<file path="src/tofm_ram.sv">
// Generic single-write, single-read RAM with registered read data.
// No dependencies.
module tofm_ram #(
  parameter int unsigned WIDTH = 8,
  parameter int unsigned DEPTH = 16
) (
  input  logic                     clk_i,
  input  logic                     we_i,
  input  logic [$clog2(DEPTH)-1:0] waddr_i,
  input  logic [WIDTH-1:0]         wdata_i,
  input  logic [$clog2(DEPTH)-1:0] raddr_i,
  output logic [WIDTH-1:0]         rdata_o
);
  logic [WIDTH-1:0] mem [DEPTH];
  logic [WIDTH-1:0] rdata_q;

  always_ff @(posedge clk_i) begin
    if (we_i) begin
      mem[waddr_i] <= wdata_i;
    end
    rdata_q <= mem[raddr_i];
  end

  assign rdata_o = rdata_q;
endmodule

</file>
<file path="config.mk">
export PLATFORM = sky130hd
export DESIGN_NAME = tofm_ram
export DESIGN_NICKNAME = d
export VERILOG_FILES = /design/src/tofm_ram.sv
export SDC_FILE = /design/constraint.sdc
export NUM_CORES = 1
export LEC_CHECK = 0
export BUFFER_PORTS_ARGS = -buffer_cell sky130_fd_sc_hd__buf_2
export CORE_MARGIN = 8
export CORE_UTILIZATION = 55
export DETAILED_ROUTE_END_ITERATION = 6
export HOLD_SLACK_MARGIN = 0.06
export PLACE_DENSITY = 0.73
export SYNTH_ARGS = -nofsm -noshare
export SYNTH_HDL_FRONTEND = slang
export SYNTH_SLANG_ARGS = --single-unit
</file>
<file path="constraint.sdc">
create_clock -name clk_i -period 3.4 [get_ports clk_i]
set_input_delay 0.68 -clock clk_i [delete_from_list [all_inputs] [get_ports clk_i]]
set_output_delay 0.68 -clock clk_i [all_outputs]
set_load 0.05 [all_outputs]
</file>
* Word-level counts from Yosys, hierarchy flattened
Memories as Yosys holds them, arrays and structs flattened. A register that Yosys moved wholly into a read port is not among the register bits. Cells that the tools add are included.
Storage, ports and cells: bits in registers 0, RAM bits 128, bits of input ports 18, output and inout port bits 8, word-level logic and storage cells 3, memories 1
Cells by class: mux-type cells 2
Memory list:
- mem | words 16, bits a word 8, rd ports 1, clocked after memory_dff 1, write ports 1, line 14 | logic [WIDTH-1:0] mem [DEPTH];
Operator list (count):
- $mux W1 | 2

* Depth between registers and ports, before layout
Gate-level depths: netlist of the first run.
depth in word-level cells 2, depth in mapped cells 5, gate-level depth less buffers 3

* Least setup slack after synthesis of the first run
Ideal clock, no wire load.
kind input port to flip-flop, start input port waddr_i[2], end memory mem[0][0], enable pin, arrival time 1.790 ns, required time 3.017 ns, slack 1.227 ns, cell stages on the path 2, cells stage by stage or3b_2 nor3_1
RTL lines:
- start, declared | line 9 | input logic [$clog2(DEPTH)-1:0] waddr_i,
- end, declared | line 14
No word-level cell before the write port.

==> run metrics, run 1 <==
GRT overflow=0; PortBufs=25; worst hold path depth=1; Area Overhead vs Synth=17.16%; first-pass GRT wire length=14.75 mm; Die Ht=112.7 um; Layout Utilization=0.6589; Fin. Hold Viols=0; vias per cell=6.266; HPWL Detailed=5.962 mm; non-filler cells, final=394; Slew @ Worst Pin=816.8 ps; Top FF cell, synth=edfxtp_1; clock-pin slew on the worst setup and hold paths=60 ps; Syn Area/Cell=22.48 um2; Simple-Gate Fraction of Synth Area=0.03184; crit start category=primary input; smallest hold slack=553.7 ps; postcts setup bufs=0; clock latency on the worst-skew pair=520 ps; core area=9153 um2; total of max-cap violations=0; Ports=26; WP data arrival=2320 ps; die area=12710 um2; # rows=35; largest net degree at the start of global routing=22; portion of netlist area occupied by mux cells=0.1502; worst clock skew=5.340 ps; H-tree Lvls=4; CP max stage delay=620 ps; Initial DRC Count=173; Antenna Nets Post-Route=0; CP max FO=16; Leakage=2.029 nW; cell count after placement=362; crit-path leading delay family=multiplexers; Pwr Total=4.055 mW; post-synthesis async set-or-reset flop share=0; Seq cells post-synth=136; crit path kind=in -> reg; nets=288; Fin Setup TNS=0 ps; Slew headroom=0.4535; # hold bufs at CTS=0; post-synth net total=247; period utilization=0.5658; Final Setup Violations=0; top cells by area, synth=edfxtp_1 75%, mux4_2 7.9%, mux4_1 7.1%; Area after DPL=5390 um2; Slew Limit Fails=0; CTS tree=yes; post-cts resize count=0; Max Root-Sink Buffers=2; All-Layer GR Usage=0.1673; reg2reg start=mem[5][3]; top-count cell post-synth=edfxtp_1; clock sink count=136; main combinational cell family by area after synthesis=multiplexers; synth unique cells=19; Inserted Diodes=0; CP Capture Type=register; post-place setup slack=942.5 ps; WP data required=3800 ps; XOR/XNOR Fraction of Synth Area=0; Syn Inst Count=229; initial antenna violation count=0; total number of vias=2469; Synth top area share=0.7467; placer congestion estimate=0.7042; compound-cell area share of the yosys netlist=0.02333; Yosys warning total=0; Worst Hold Launch=wdata_i[1]; Yosys top cell by area=edfxtp_1; DR pass1 iterations=4; unrepaired setup endpoints after global routing=false; Seq/Total Area, Yosys=0.7778; EDFF count, synth=128; Worst R2R Path Depth=3; fill count=582; vias in the first global route=2466; Pwr Density=672.5 nW/um2; Chip Width=112.7 um; CTS root buf=clkbuf_8; cell area after synthesis=5147 um2; Post-Synth Adder-Cell Area=0; Initial Util=0.5624; crit path from=raddr_i[0]; worst hold path type=in -> reg; WL per Instance=25.34 um; fin worst setup slack=1476 ps; DR DRC count=0; share of cells above drive strength 1=0.2898; TritonCTS Buffers=17; crit path buf inv count=2; Max VDD drop=432.3 uV; fin area=6031 um2; most common library cells after synthesis=128 x edfxtp_1, 18 x mux4_2, 16 x a22oi_1; Routed WL=9.983 mm; Slowest-stage cell, CP=mux4_1; CP cell instances=buf_2, buf_12, mux4_1, a22oi_1, nand2_1; fin crit period=1924 ps; FMAX=519.8 MHz; status=finished clean; CP Depth=5
logic make-up (layout without fill, tap and decap cells):
family / Yosys count / after routing
flops: 136 / 136
mux: 32 / 32
buf+inv: 10 / 64
simple gates: 35 / 35
compound gates: 16 / 16
where the power goes:
group / leakage [nW] / internal (mW) / switching (mW)
clock: 0.294 / 1.27 / 0.689
combinational: 0.511 / 0.0714 / 0.140
sequential: 1.22 / 1.87 / 0.00996
path summary, 6_finish.rpt:
kind,to,slack [ps]
max reg2reg,rdata_o[3],1950
max,rdata_o[0],1480
min,mem[12][1],550
min reg2reg,rdata_o[7],670
flip-flops by register name, indices dropped and copies added (netlist names):
register	cells
rdata_o	8
mem	128
area by class of cell:
| cell class | instances | area, um2 | area share |
|---|---|---|---|
| sequential | 136 | 4004 | 0.6639 |
| multi-input combinational | 83 | 1057 | 0.1753 |
| clock buffer | 18 | 417.9 | 0.06929 |
| clock inverter | 14 | 222.7 | 0.03693 |
| timing repair buffer | 32 | 190.2 | 0.03154 |
| tap | 111 | 138.9 | 0.02303 |
layer usage:
metal,global-route usage,vias up,part of all wire
met5,0,-,0
met4,0.09173,0,0.033
met3,0.05857,22,0.085
met2,0.2294,126,0.46
met1,0.2292,1267,0.43
li1,-,1054,-
layout by cell type (no fill, tap or decap):
cell	n
dfxtp_1	8
nand2b_1	2
or3b_2	1
nor3_1	4
nor2b_1	1
mux4_1	14
edfxtp_1	128
clkbuf_1	1
clkinvlp_4	5
nand2_1	9
nand3b_1	2
inv_6	2
nor2_1	13
clkbuf_8	1
bufinv_16	5
buf_4	6
mux4_2	18
buf_2	25
and2_1	1
nand3_1	1
buf_12	1
clkbuf_16	16
and2b_1	1
a22oi_1	16
clkinv_4	2
Power figures use the tool's default switching activity.
==> inputs of run 2 (changes only) <==
clock period = 1.8 ns   (was 3.4 ns; I/O delays follow)
==> run 2 against run 1 <==
  * Clock power rose by 81%
  * Register-to-register slack got worse by 1500 ps
  * Final area is 2.2% higher
  * Total power rose by 86%
  * Wire length increased by 3.5%
  * Count of clock-buffer cells in the layout grew 3
  * Cell count grew 4.3%
  * Clock skew grew 1.2 ps
  * Critical path depth fell by 4
  * Utilization grew 1.4 points
  * Sequential share of layout area is 1.4 points lower
  * Non-clock buffer count grew 17
  * Largest power group is now sequential cells
==> run metrics, run 2 (synthesis gave the netlist of run 1 again) <==
post-cts resize count=0 (unchanged); crit path kind=reg -> out (was in -> reg); Routed WL=10.33 mm (was 9.983 mm); core area=9153 um2 (unchanged); most frequent cells in the layout=128 x edfxtp_1, 25 x buf_2, 21 x buf_4 (was 128 x edfxtp_1, 25 x buf_2, 18 x mux4_2); initial antenna violation count=0 (unchanged); CP Capture Type=output pin (was register); WL per Instance=25.14 um (was 25.34 um); # hold bufs at CTS=0 (unchanged); die area=12710 um2 (unchanged); first-pass GRT wire length=15.77 mm (was 14.75 mm); fill count=574 (was 582); Worst R2R Path Depth=3 (unchanged); PortBufs=25 (unchanged); Slew headroom=0.7441 (was 0.4535); CP cell instances=buf_2 (was buf_2, buf_12, mux4_1, a22oi_1, nand2_1); DR pass1 iterations=7 (was 4); unrepaired setup endpoints after global routing=false (unchanged); All-Layer GR Usage=0.1744 (was 0.1673); Chip Width=112.7 um (unchanged); TritonCTS Buffers=17 (unchanged); Slowest-stage cell, CP=dfxtp_1 (was mux4_1); Leakage=2.124 nW (was 2.029 nW); worst hold path depth=1 (unchanged); Antenna Nets Post-Route=0 (unchanged); # rows=35 (unchanged); HPWL Detailed=6.227 mm (was 5.962 mm); CTS tree=yes (unchanged); number of flip-flops in the largest register=128 (unchanged); switching power=1.543 mW (was 0.8389 mW); WP data required=1440 ps (was 3800 ps); period utilization=0.8510; sequential power share=0.473 (was 0.465); CP max stage delay=370 ps (was 620 ps); FMAX=652.8 MHz; Inserted Diodes=0 (unchanged); clock sink count=136 (unchanged); Max Root-Sink Buffers=2 (unchanged); Largest Register=mem (unchanged); share of cells above drive strength 1=0.3267 (was 0.2898); total of max-cap violations=0 (unchanged); placer congestion estimate=0.7037 (was 0.7042); Slew Limit Fails=0 (unchanged); worst clock skew=6.499 ps (was 5.340 ps); Comb power frac=0.055 (was 0.052); Sw Ratio=0.2050 (was 0.2069); postcts setup bufs=0 (unchanged); vias in the first global route=2588 (was 2466); Fin. Hold Viols=0 (unchanged); H-tree Lvls=4 (unchanged); Final Setup Violations=0 (unchanged); clock latency on the worst-skew pair=520 ps (about the same); Slew @ Worst Pin=383.8 ps (was 816.8 ps); crit-path leading delay family=flip-flops (was multiplexers); vias per cell=6.117 (was 6.266); crit path buf inv count=1 (was 2); most common cell after layout, fill and taps aside=edfxtp_1 (unchanged); Int Pwr=5.981 mW (was 3.217 mW); Initial Util=0.5624 (unchanged); total number of vias=2514 (was 2469); Layout Utilization=0.6731 (was 0.6589); largest net degree at the start of global routing=33 (was 22); CTS root buf=clkbuf_8 (unchanged); Clk network pwr share=0.472 (was 0.483); CP max FO=1 (was 16); Max VDD drop=686.1 uV (was 432.3 uV); CP Depth=1 (was 5); WP data arrival=1170 ps (was 2320 ps); DR DRC count=0 (unchanged); Initial DRC Count=282 (was 173); worst hold path type=in -> reg (unchanged); Pwr Density=1221 nW/um2 (was 672.5 nW/um2); fin crit period=1532 ps; clock-pin slew on the worst setup and hold paths=60 ps (about the same); Pwr Total=7.524 mW (was 4.055 mW); Area Overhead vs Synth=19.69% (was 17.16%); crit start category=register (was primary input); status=finished clean (unchanged); nets=305 (was 288); Ports=26 (unchanged); GRT overflow=0 (unchanged); Die Ht=112.7 um (unchanged)
==> run 2: through the flow <==
| step | instance area [um2] | hold slack [ps] | cells | setup TNS, ps | setup slack, ps |
|---|---|---|---|---|---|
| 2_1_floorplan | 5152 | 458.9 | 229 | 0 | 173.9 |
| 3_3_place_gp | 5548 | 649.7 | 379 | 0 | 3.451 |
| 3_5_place_dp | 5548 | 656.9 | 379 | -1.760 | -1.760 |
| 4_1_cts | 6161 | 199.1 | 411 | 0 | 241.0 |
| 5_1_grt | 6161 | 208.7 | 411 | 0 | 230.9 |
| 6_report | 6161 | 228.5 | 411 | 0 | 268.2 |
==> run 2: power groups by stage <==
stage	Sequential, mW	Clock, mW	Combinational (mW)
detailed placement	3.63	0	0.412
CTS	3.56	3.60	0.416
global route	3.57	3.73	0.441
finish	3.56	3.55	0.411
floorplan	3.70	0	0.180
global placement	3.62	0	0.402
==> run 2: layout make-up <==
class                      instances  area [um2]  share of cell area
clock buffer                      21       439.2             0.07128
clock inverter                    11       173.9             0.02823
multi-input combinational         83        1062              0.1724
sequential                       136        4004              0.6499
tap                              111       138.9             0.02254
timing repair buffer              49       342.8             0.05565
==> run 2: path summary, 6_finish.rpt <==
kind,to,start,slack (ps)
worst max-delay path,rdata_o[0],rdata_o[0],270
worst min-delay path,mem[2][2],wdata_i[2],230
worst max register to register,rdata_o[1],mem[1][1],400
worst min register to register,rdata_o[6],mem[14][6],670
==> run 2: per-layer routing <==
metal / GRT usage / vias up / routed length (um)
met2: 0.2761 / 113 / 5259
met4: 0.06655 / 0 / 145
met1: 0.2238 / 1298 / 4182
met3: 0.05165 / 13 / 745
li1: - / 1090 / -
met5: 0 / - / 0
==> inputs of run 3 (changes only) <==
ABC_AREA = 1   (was not set)
ABC_CLOCK_PERIOD_IN_PS = 1800   (was not set)
PLACE_DENSITY = 0.72   (was 0.73)
==> run 3 against run 2 <==
  * Utilization shrank 1.8 points
  * Worst hold slack got worse by 48 ps
  * Critical endpoint unchanged
  * Cell count increased by 81%
  * Critical path type unchanged
  * Wire length increased by 25%
==> run metrics, run 3 <==
Largest Register=mem (unchanged); Chip Width=118.4 um (was 112.7 um); crit path buf inv count=1 (unchanged); All-Layer GR Usage=0.1934 (was 0.1744); WP data required=1440 ps (about the same); reg2reg start=mem[2][7] (was mem[1][1]); Slew @ Worst Pin=398.4 ps (was 383.8 ps); Die Ht=118.4 um (was 112.7 um); crit path kind=reg -> out (unchanged); Syn Area/Cell=10.47 um2 (was 22.48 um2); postcts setup bufs=0 (unchanged); Yosys warning total=0 (unchanged); vias per cell=5.274 (was 6.117); Slowest-stage cell, CP=dfxtp_1 (unchanged); Area Overhead vs Synth=16.23% (was 19.69%); number of flip-flops in the largest register=128 (unchanged); Slew Limit Fails=0 (unchanged); status=finished clean (unchanged); CP max stage delay=370 ps (about the same); placer congestion estimate=0.8344 (was 0.7037); Seq. cell area=4004 um2 (unchanged); fin crit period=1543 ps (was 1532 ps); Final Setup Violations=0 (unchanged); worst hold path depth=3 (was 1); top-count cell post-synth=nand2_1 (was edfxtp_1); top cells by area, synth=edfxtp_1 67%, nand2_1 11%, nand3_1 8.4% (was edfxtp_1 75%, mux4_2 7.9%, mux4_1 7.1%); WP data arrival=1180 ps (was 1170 ps); Layout Utilization=0.6551 (was 0.6731); WHS Endpoint=rdata_o[4] (was mem[2][2]); most common cell after layout, fill and taps aside=nand2_1 (was edfxtp_1); TritonCTS Buffers=17 (unchanged); most frequent cells in the layout=173 x nand2_1, 128 x edfxtp_1, 100 x inv_1 (was 128 x edfxtp_1, 25 x buf_2, 21 x buf_4); crit-path leading delay family=flip-flops (unchanged); Slew headroom=0.7344 (was 0.7441); cell area after synthesis=5767 um2 (was 5147 um2); clock latency on the worst-skew pair=530 ps (was 520 ps); FMAX=648.1 MHz (was 652.8 MHz); largest net degree at the start of global routing=65 (was 33); Worst R2R Path Depth=6 (was 3); area of the multi-input gates=1214 um2 (was 1062 um2); worst clock skew=7.589 ps (was 6.499 ps); r2r setup slk=770 ps (was 400 ps); worst hold path type=in -> reg (unchanged); initial antenna violation count=0 (unchanged); post-cts resize count=0 (unchanged); PortBufs=25 (unchanged); GRT overflow=0 (unchanged); CTS tree=yes (unchanged); most common library cells after synthesis=173 x nand2_1, 128 x edfxtp_1, 100 x inv_1 (was 128 x edfxtp_1, 18 x mux4_2, 16 x a22oi_1); EDFF count, synth=128 (unchanged); first-pass GRT wire length=20.63 mm (was 15.77 mm); crit start category=register (unchanged); Inserted Diodes=0 (unchanged); fill count=798 (was 574); vias in the first global route=3810 (was 2588); die area=14020 um2 (was 12710 um2); Syn Inst Count=551 (was 229); synth unique cells=12 (was 19); Synth top area share=0.6665 (was 0.7467); Max VDD drop=603.4 uV (was 686.1 uV); # rows=37 (was 35); nets=611 (was 305); Seq/Total Area, Yosys=0.6943 (was 0.7778); Fin. Hold Viols=0 (unchanged); # hold bufs at CTS=0 (unchanged); period utilization=0.8572 (was 0.8510); post-synth net total=569 (was 247); Initial Util=0.5637 (was 0.5624); total of max-cap violations=0 (unchanged); total number of vias=3913 (was 2514); CTS root buf=clkbuf_8 (unchanged); H-tree Lvls=4 (unchanged); unrepaired setup endpoints after global routing=false (unchanged); Reg-to-Reg End=rdata_o[7] (was rdata_o[1]); Yosys top cell by area=edfxtp_1 (unchanged); CP cell instances=buf_2 (unchanged); post-synthesis async set-or-reset flop share=0 (unchanged); Seq cells post-synth=136 (unchanged); clock-pin slew on the worst setup and hold paths=60 ps (about the same); DR pass1 iterations=5 (was 7); CP Capture Type=output pin (unchanged); Routed WL=12.88 mm (was 10.33 mm); Initial DRC Count=539 (was 282); Top FF cell, synth=edfxtp_1 (unchanged); core area=10230 um2 (was 9153 um2); Fin Setup TNS=0 ps (unchanged); Ports=26 (unchanged); HPWL Detailed=7.775 mm (was 6.227 mm); clock sink count=136 (unchanged); Pwr Density=1127 nW/um2 (was 1221 nW/um2); Antenna Nets Post-Route=0 (unchanged); Leakage=2.925 nW (was 2.124 nW); share of cells above drive strength 1=0.1320 (was 0.3267); DR DRC count=0 (unchanged); Worst Hold Launch=raddr_i[3] (was wdata_i[2]); WL per Instance=17.36 um (was 25.14 um); CP max FO=1 (unchanged); Max Root-Sink Buffers=2 (unchanged)
run 3: cell count changes in the layout (fill, tap and decap cells not counted), sizes merged, moves of 16 or more:
cell / previous run / this run
nand2: 9 / 173
inv: 0 / 104
nand3: 1 / 97
mux4: 32 / 0
a22oi: 16 / 0
run 3: metal layers:
metal,part of all wire,track usage,wire (um),vias to the layer above
li1,-,-,-,1859
met1,0.40,0.2471,5201,1835
met2,0.48,0.2995,6147,182
met3,0.082,0.04998,1059,37
met4,0.037,0.1020,476,0
met5,0,0,0,-
run 3: layout make-up:
| type | instances | share of cell area |
|---|---|---|
| Clock buffer | 19 | 0.06440 |
| Clock inverter | 13 | 0.02576 |
| Inverter | 102 | 0.05712 |
| Multi-Input combinational cell | 289 | 0.1811 |
| Sequential cell | 136 | 0.5973 |
| Tap cell | 136 | 0.02539 |
| Timing Repair Buffer | 47 | 0.04891 |
run 3: worst max path at each step:
| stage | start | end | slack, ps | cells past startpoint |
|---|---|---|---|---|
| global route | rdata_o[1] | rdata_o[1] | 220 | 1 |
| detailed placement | raddr_i[0] | rdata_o[7] | 320 | 8 |
| floorplan | waddr_i[2] | mem[10][0] | 490 | 2 |
| global placement | raddr_i[0] | rdata_o[4] | 330 | 9 |
| CTS | rdata_o[1] | rdata_o[1] | 240 | 1 |
| finish | rdata_o[0] | rdata_o[0] | 260 | 1 |
run 3: power breakdown:
part / switching (mW) / total, mW / internal [mW]
clock: 1.32 / 3.48 / 2.16
sequential: 0.0245 / 3.56 / 3.54
combinational: 0.373 / 0.507 / 0.134
run 3: cell families after synthesis:
logic type             after synthesis  share of synthesized area
buffers and inverters              126                    0.09525
DFF                                136                     0.6943
and+or+nand+nor                    289                     0.2105
run 3: metrics by stage:
step / area (um2) / hold WS, ps / total power [mW] / setup slack (ps) / cells
after floorplan: 5767 / 458.9 / 3.946 / 489.2 / 551
after CTS: 6703 / 167.4 / 7.592 / 236.6 / 742
after global routing: 6703 / 185.3 / 7.800 / 217.8 / 742
after global placement: 6098 / 634.5 / 4.124 / 330.4 / 710
after detailed placement: 6098 / 640.7 / 4.135 / 323.5 / 710
final: 6703 / 180.4 / 7.551 / 257.1 / 742
run 3: tightest hold or removal path: stages:
cell,delay [ps]
buf_2,170
nand3_1,100
nand2_1,40
